==> src/pre_pkg.sv <==
// ---------------------------------------------------------------------------
// Reprojection error package
// Shared widths, command codes and the front-to-back word type.
// ---------------------------------------------------------------------------
package pre_pkg;
    localparam int COORD_BITS_DEF = 32;
    localparam int NCOEF = 12;
    localparam int IDX_W = 4;
    localparam int ERR_W = 48;
    localparam int DIV_BITS = 66;

    typedef enum logic {
        t_cmd_load = 1'b0,
        t_cmd_proj = 1'b1
    } t_cmd;

    typedef struct packed {
        logic signed [31:0] x;
        logic signed [31:0] y;
        logic signed [31:0] z;
        logic signed [31:0] ou;
        logic signed [31:0] ov;
    } t_point;
endpackage

==> src/pre_front.sv <==
// ---------------------------------------------------------------------------
// Reprojection error front end
// Accepts words, loads coefficients and passes projection words on.
// ---------------------------------------------------------------------------
module pre_front #(
    parameter int CW = 32
) (
    input  logic            i_clk,
    input  logic            i_rst_n,
    input  logic            i_valid,
    output logic            o_ready,
    input  logic            i_cmd,
    input  logic [3:0]      i_idx,
    input  logic [31:0]     i_coeff,
    input  logic [CW-1:0]   i_x,
    input  logic [CW-1:0]   i_y,
    input  logic [CW-1:0]   i_z,
    input  logic [CW-1:0]   i_ou,
    input  logic [CW-1:0]   i_ov,
    output logic            o_valid,
    input  logic            i_ready,
    output pre_pkg::t_point o_pt,
    output logic [pre_pkg::NCOEF*32-1:0] o_mat
);
    import pre_pkg::*;
    localparam int NC = NCOEF;

    logic [31:0] r_mat [NC];
    logic [1:0] r_cnt;
    t_point r_q [2];
    logic r_wp, r_rp;
    logic acc, pop;
    logic ld_ok;
    t_point pt;

    // A load word may only pass once every queued point has left for the
    // back end, which reads the matrix as it takes a point.
    assign ld_ok = (r_cnt == 2'd0) || (r_cnt == 2'd1 && pop);
    assign o_ready = (r_cnt != 2'd2) && (t_cmd'(i_cmd) == t_cmd_proj || ld_ok);
    assign acc = i_valid && o_ready;
    assign pop = o_valid && i_ready;
    assign o_valid = (r_cnt != 2'd0);
    assign o_pt = r_q[r_rp];

    always_comb begin
        pt.x = 32'(signed'(i_x));
        pt.y = 32'(signed'(i_y));
        pt.z = 32'(signed'(i_z));
        pt.ou = 32'(signed'(i_ou));
        pt.ov = 32'(signed'(i_ov));
        for (int k = 0; k < NC; k++) begin
            o_mat[k*32 +: 32] = r_mat[k];
        end
    end

    always_ff @(posedge i_clk) begin
        if (acc && t_cmd'(i_cmd) == t_cmd_load && i_idx < IDX_W'(NC)) begin
            r_mat[i_idx] <= i_coeff;
        end
        if (acc && t_cmd'(i_cmd) == t_cmd_proj) begin
            r_q[r_wp] <= pt;
        end
        if (!i_rst_n) begin
            r_cnt <= '0;
            r_wp <= 1'b0;
            r_rp <= 1'b0;
        end else begin
            if (acc && t_cmd'(i_cmd) == t_cmd_proj) r_wp <= ~r_wp;
            if (pop) r_rp <= ~r_rp;
            r_cnt <= r_cnt + 2'(acc && t_cmd'(i_cmd) == t_cmd_proj) - 2'(pop);
        end
    end
endmodule

==> config.mk <==
export PLATFORM = sky130hd
export DESIGN_NAME = pre_front
export DESIGN_NICKNAME = d
export VERILOG_FILES = /design/src/pre_pkg.sv /design/src/pre_front.sv
export SDC_FILE = /design/constraint.sdc
export NUM_CORES = 1
export LEC_CHECK = 0
export BUFFER_PORTS_ARGS = -buffer_cell sky130_fd_sc_hd__buf_2
export CAP_MARGIN = 10
export CORE_AREA = 2 2 287 289
export CTS_BUF_LIST = sky130_fd_sc_hd__clkbuf_8
export DETAILED_ROUTE_END_ITERATION = 10
export DIE_AREA = 0 0 289 291
export SETUP_SLACK_MARGIN = 0.2
export SLEW_MARGIN = 20
export SYNTH_ARGS = -nofsm -noshare
export SYNTH_HDL_FRONTEND = slang
export SYNTH_SLANG_ARGS = --single-unit
==> constraint.sdc <==
create_clock -name i_clk -period 21.3 [get_ports i_clk]
set_input_delay 2.13 -clock i_clk [delete_from_list [all_inputs] [get_ports i_clk]]
set_output_delay 2.13 -clock i_clk [all_outputs]
set_load 0.03 [all_outputs]
==> flow_summary.json, run 1 <==
{
  "final_area_um2": 31100,
  "ys_warn_count": 0,
  "cts_tree": "built",
  "reg2reg_slack_ps": 17570,
  "clkTransAtPathRegs_ps": 70,
  "hpwl_um": 43500,
  "avgSynthCellArea_um2": 25.6,
  "power_density_nw_per_um2": 103,
  "grt_pass1_wl_um": 89300,
  "antenna_found_initial": 18,
  "crit_required_ps": 19170,
  "setup_tns_ps": 0,
  "clkPwrFrac_pct": 33.6,
  "period_needed_ps": 5360,
  "end_kind": "output port",
  "critical-path-top-delay-family": "flip-flops",
  "ys_types": 23,
  "slew_viol_final": 0,
  "grt_max_degree": 77,
  "peakVddDrop_v": 0.0000718,
  "finalSetupViolCount": 0,
  "status": "complete, no violations",
  "drc": 0,
  "finalCritPeriodShare_pct": 25.2,
  "busiest_layer": "met2",
  "rsz0062_at_grt": "no",
  "fin_worst_skew_ps": 34.9,
  "p_leak_nw": 11.7,
  "vias_per_cell": 4.26,
  "dr.first_iter.drc_count": 645,
  "p_seq_share_pct": 50.7,
  "syn_area_um2": 23800,
  "port_buffers": 746,
  "grt_util_met2_pct": 23.7,
  "min_path_cells": 2,
  "globalRouteOverflowTotal": 0,
  "ctsHoldBuffers": 0,
  "setup_slack_ps": 15940,
  "tightest_slew_ps": 1090,
  "initial_core_util_pct": 29.4,
  "nets": 1993,
  "ys.flop_type": "edfxtp_1",
  "post_cts_resized": 0,
  "combPwrFrac_pct": 15.7,
  "row_count": 105,
  "place_congestion": 0.796,
  "syn2layout_area_growth_pct": 30.4,
  "min_path_type": "reg -> reg",
  "slowest_stage": "dfxtp_4",
  "final_common_cell": "buf_2",
  "cts.sinks": 709,
  "post-place-ws_ps": 15660,
  "final_cell_mix": "746 x buf_2, 704 x edfxtp_1, 114 x clkbuf_8, 100 x mux2_4, 60 x mux2_2",
  "ios": 747,
  "slowest_delay_ps": 1050,
  "synth_edf_count": 704,
  "first_pass_iters": 4,
  "min_from": "r_wp",
  "cts_buffers": 112,
  "gr-usage-all-layers_pct": 14.5,
  "totalPowerFinal_mw": 3.20,
  "die_area_um2": 84100,
  "worstPathArrival_ps": 3230,
  "rr_startpoint": "r_cnt[1]",
  "crit_path_cell_trace": "buf_4 > mux2_2 > buf_2",
  "ys_ff_latch": 709,
  "path_max_fanout": 60,
  "min_to": "r_wp",
  "max-slew-margin-rel_pct": 27.5,
  "post_drt_wl_per_cell_um": 21.6,
  "wirelength_um": 63600,
  "placed_cells": 2745,
  "die_h_um": 291,
  "path_class": "reg -> out",
  "crit_path_start_kind": "flip-flop",
  "cp.buffers_inverters": 2,
  "grt_use_met3_pct": 6.87,
  "synth_cells": 930,
  "internal_power_mw": 2.34,
  "cts.htree.levels": 3,
  "drive_above_1_share_pct": 57.5,
  "r2r_end": "r_q[1][16]",
  "met1_usage_pct": 15.9,
  "grt_pass1_vias": 13604,
  "power_switching_mw": 0.867,
  "die_x_um": 289,
  "cts_setup_buffers": 0,
  "max_freq_mhz": 187,
  "dpl_cell_area_um2": 29000,
  "async_flop_share_pct": 0,
  "seq_area_frac_synth_pct": 89.1,
  "cap_violations": 0,
  "layoutNonFillerInstCount": 2946,
  "detail-route-antenna-nets": 0,
  "synth.net_count": 1133,
  "hold_viol": 0,
  "coreArea_um2": 81200,
  "clk_latency_ps": 710,
  "p_sw_share_pct": 27.1,
  "clockBufferDepth": 3,
  "clockRootBuffer": "clkbuf_8",
  "via_count": 12557,
  "rr_worst_depth": 5
}
## synthesized netlist by cell type, drive strengths merged (2+ instances only)
| library cell | n | area (um^2) |
|---|---|---|
| mux2 | 160 | 2180 |
| nor2 | 11 | 41.3 |
| nand3 | 3 | 15.0 |
| inv | 3 | 11.3 |
| nor4bb | 2 | 20.0 |
| edfxtp | 704 | 21100 |
| dfxtp | 5 | 100 |
| ha | 2 | 25.0 |
| nor3 | 3 | 15.0 |
| nand2b | 3 | 18.8 |
| and2 | 2 | 12.5 |
| xnor2 | 3 | 26.3 |
| nand2 | 3 | 11.3 |
| buf | 18 | 165 |
| nor2b | 2 | 12.5 |
## how the worst max path moves through the flow
stage	cells after the start	end	slack [ps]
4_1_cts	3	o_pt[50]	15780
5_1_grt	3	o_pt[27]	15730
2_1_floorplan	2	r_q[0][0]	11710
6_report	3	o_pt[27]	15940
3_5_place_dp	5	r_q[0][137]	15660
3_3_place_gp	5	r_q[0][34]	15740
## power by group through the flow
stage	Combinational, mW	Sequential, mW	Clock [mW]
after CTS	0.514	1.63	1.12
after detailed placement	0.512	1.65	0
final	0.503	1.62	1.08
after floorplan	0.364	1.66	0
after global routing	0.533	1.63	1.17
after global placement	0.506	1.65	0
## through the flow
| stage | util [%] | hold slack (ps) |
|---|---|---|
| finish | 38.3 | 517 |
| global placement | 35.7 | 495 |
| global route | 38.3 | 559 |
| floorplan | - | 451 |
| CTS | 38.2 | 517 |
| detailed placement | 35.7 | 506 |
## state kept, by name (all words and copies together) (netlist names), named ones only
name	count
r_q	320
r_rp	1
r_mat	384
r_wp	1
r_cnt	2
## tightest hold or removal path: stages, from the launching register on
cell and delay (ps):
dfxtp_1 350, nand2_1 70, mux2i_1 60
## cells by family (layout without fill, tap and decap cells)
| family | Yosys count | count (layout) | synth area share, % |
|---|---|---|---|
| compound gates | 3 | 3 | 0.121 |
| mux | 161 | 161 | 9.17 |
| other cells | 0 | 6 | 0 |
| flops | 709 | 709 | 89.1 |
| fa+ha+maj | 2 | 2 | 0.105 |
| simple gates | 31 | 31 | 0.677 |
| xor+xnor | 3 | 3 | 0.110 |
| buf+inv | 21 | 961 | 0.740 |
## layer usage
layer / vias to the layer above / share of wire (%) / routed length, um
met5: - / 0.14 / 89
met4: 14 / 3.5 / 2220
met3: 139 / 13 / 8160
met2: 687 / 47 / 30200
met1: 6230 / 36 / 22900
li1: 5487 / - / -
## layout make-up
class                      instances  area [um^2]
clock inverter                    80          499
tap                             1070         1340
fill                            7499        50100
multi-input combinational        200         2530
timing repair buffer             764         3890
clock buffer                     114         1570
sequential                       709        21200
antenna                            6         15.0
inverter                           3         11.3
Power figures use the tool's default switching activity.
==> inputs of run 2 (changes only) <==
--- a/config.mk
+++ b/config.mk
@@ -7,10 +7,10 @@
 export LEC_CHECK = 0
 export BUFFER_PORTS_ARGS = -buffer_cell sky130_fd_sc_hd__buf_2
 export CAP_MARGIN = 10
-export CORE_AREA = 2 2 287 289
+export CORE_AREA = 2 2 289 291
 export CTS_BUF_LIST = sky130_fd_sc_hd__clkbuf_8
 export DETAILED_ROUTE_END_ITERATION = 10
-export DIE_AREA = 0 0 289 291
+export DIE_AREA = 0 0 291 293
 export SETUP_SLACK_MARGIN = 0.2
 export SLEW_MARGIN = 20
 export SYNTH_ARGS = -nofsm -noshare
==> constraint.sdc (replaced) <==
create_clock -name i_clk -period 5.3 [get_ports i_clk]
set_input_delay 0.53 -clock i_clk [delete_from_list [all_inputs] [get_ports i_clk]]
set_output_delay 0.53 -clock i_clk [all_outputs]
set_load 0.03 [all_outputs]
==> flow_summary.json, run 2 (synthesis gave the netlist of run 1 again) <==
{
  "final_cell_mix": "746 x buf_2, 704 x edfxtp_1, 155 x dlygate4sd3_1, 112 x clkbuf_8, 100 x mux2_4",
  "path_max_fanout": 69,
  "grt_max_degree": 93,
  "clockRootBuffer": "clkbuf_8",
  "period_needed_ps": 3100,
  "end_kind": "output port",
  "place_congestion": 0.788,
  "min_from": "i_y[1]",
  "largest_register_ffs": 384,
  "wirelength_um": 68000,
  "row_count": 105,
  "final_area_um2": 32800,
  "fin_util_pct": 40.1,
  "drc": 0,
  "p_leak_nw": 12.4,
  "finalSetupViolCount": 0,
  "hpwl_um": 46500,
  "peakVddDrop_v": 0.000270,
  "grt_pass1_vias": 14114,
  "cts.sinks": 709,
  "hold_viol": 0,
  "worstPathArrival_ps": 2570,
  "drive_above_1_share_pct": 53.6,
  "port_buffers": 746,
  "first_pass_iters": 5,
  "rr_startpoint": "r_cnt[1]",
  "slew_viol_final": 0,
  "via_count": 13246,
  "post_drt_wl_per_cell_um": 21.9,
  "syn2layout_area_growth_pct": 37.5,
  "clk_latency_ps": 740,
  "rsz0062_at_grt": "no",
  "cts_buffers": 112,
  "dpl_cell_area_um2": 29100,
  "cts_setup_buffers": 0,
  "die_h_um": 293,
  "max-slew-margin-rel_pct": 27.8,
  "grt_pass1_wl_um": 95500,
  "ctsHoldBuffers": 152,
  "reg2reg_slack_ps": 2890,
  "regMostFlops": "r_mat",
  "fin_worst_skew_ps": 34.0,
  "rr_worst_depth": 4,
  "finalCritPeriodShare_pct": 58.5,
  "max_freq_mhz": 323,
  "final_common_cell": "buf_2",
  "post_cts_resized": 0,
  "power_density_nw_per_um2": 401,
  "status": "complete, no violations",
  "min_path_type": "in -> reg",
  "crit_path_start_kind": "flip-flop",
  "min_path_cells": 1,
  "vias_per_cell": 4.26,
  "initial_core_util_pct": 29.1,
  "path_class": "reg -> out",
  "clkTransAtPathRegs_ps": 60,
  "cap_violations": 0,
  "gr-usage-all-layers_pct": 15.3,
  "antenna_found_initial": 17,
  "nets": 2146,
  "tightest_slew_ps": 1080,
  "min_to": "r_q[0][97]",
  "cts_tree": "built",
  "crit_required_ps": 4770,
  "coreArea_um2": 81800,
  "dr.first_iter.drc_count": 618,
  "detail-route-antenna-nets": 0,
  "ios": 747,
  "die_area_um2": 85300,
  "r2r_end": "r_q[0][95]",
  "reg.largest.list": "r_mat (384), r_q (320), r_cnt (2)",
  "hold_ws_ps": 86.8,
  "globalRouteOverflowTotal": 0,
  "die_x_um": 291,
  "clockBufferDepth": 3,
  "setup_tns_ps": 0,
  "cts.htree.levels": 3
}
[run 2: cell types whose count changed in the layout (fill, tap and decap cells not counted), moves of 2 or more]
cell and change:
clkinv_2 +15, diode_2 -4, buf_12 +5, dlygate4sd3_1 +155
buf_4 -7, inv_8 +2, inv_1 -2, clkinv_4 +2
clkbuf_8 -2, inv_12 -2
[run 2: worst max path at each step]
stage	depth (start not counted)	slack (ps)	start	to
floorplan	2	3	i_cmd	r_q[0][0]
global placement	4	2440	i_cmd	r_mat[1][11]
detailed placement	5	2570	i_cmd	r_mat[10][22]
CTS	3	2020	flip-flop	o_pt[11]
global route	3	1960	flip-flop	o_pt[52]
finish	3	2200	flip-flop	o_pt[52]
[run 2: per-stage QoR]
stage	setup WS, ps	power (mW)	cells
after floorplan	3.46	8.10	930
after global placement	2440	8.70	2743
after detailed placement	2570	8.73	2744
after CTS	2020	13.3	3106
after global routing	1960	13.7	3111
final	2200	13.1	3111
[run 2: report_power, final]
part / internal [mW] / switching (mW) / total, mW
sequential: 6.40 / 0.0942 / 6.49
clock: 2.30 / 2.17 / 4.47
combinational: 0.827 / 1.35 / 2.18
[run 2: metal layers]
metal | track usage [%] | share of wire [%]
met1 | 17.0 | 37
met2 | 26.0 | 49
met3 | 6.90 | 11
met4 | 5.19 | 2.7
met5 | 0 | 0.15
[run 2: cell type report]
cell class	count	area, um^2
clock inverters	98	629
flip-flops and latches	709	21200
well taps	1070	1340
inverters	3	11.3
multi-input cells	200	2530
clock buffers	112	1540
diodes	2	5.00
repair buffers	917	5490
fillers	7409	49100
[run 2: critical path, stage by stage, from the launching register on]
cell	delay, ps
dfxtp_4	720
buf_12	440
mux2_2	400
buf_2	180
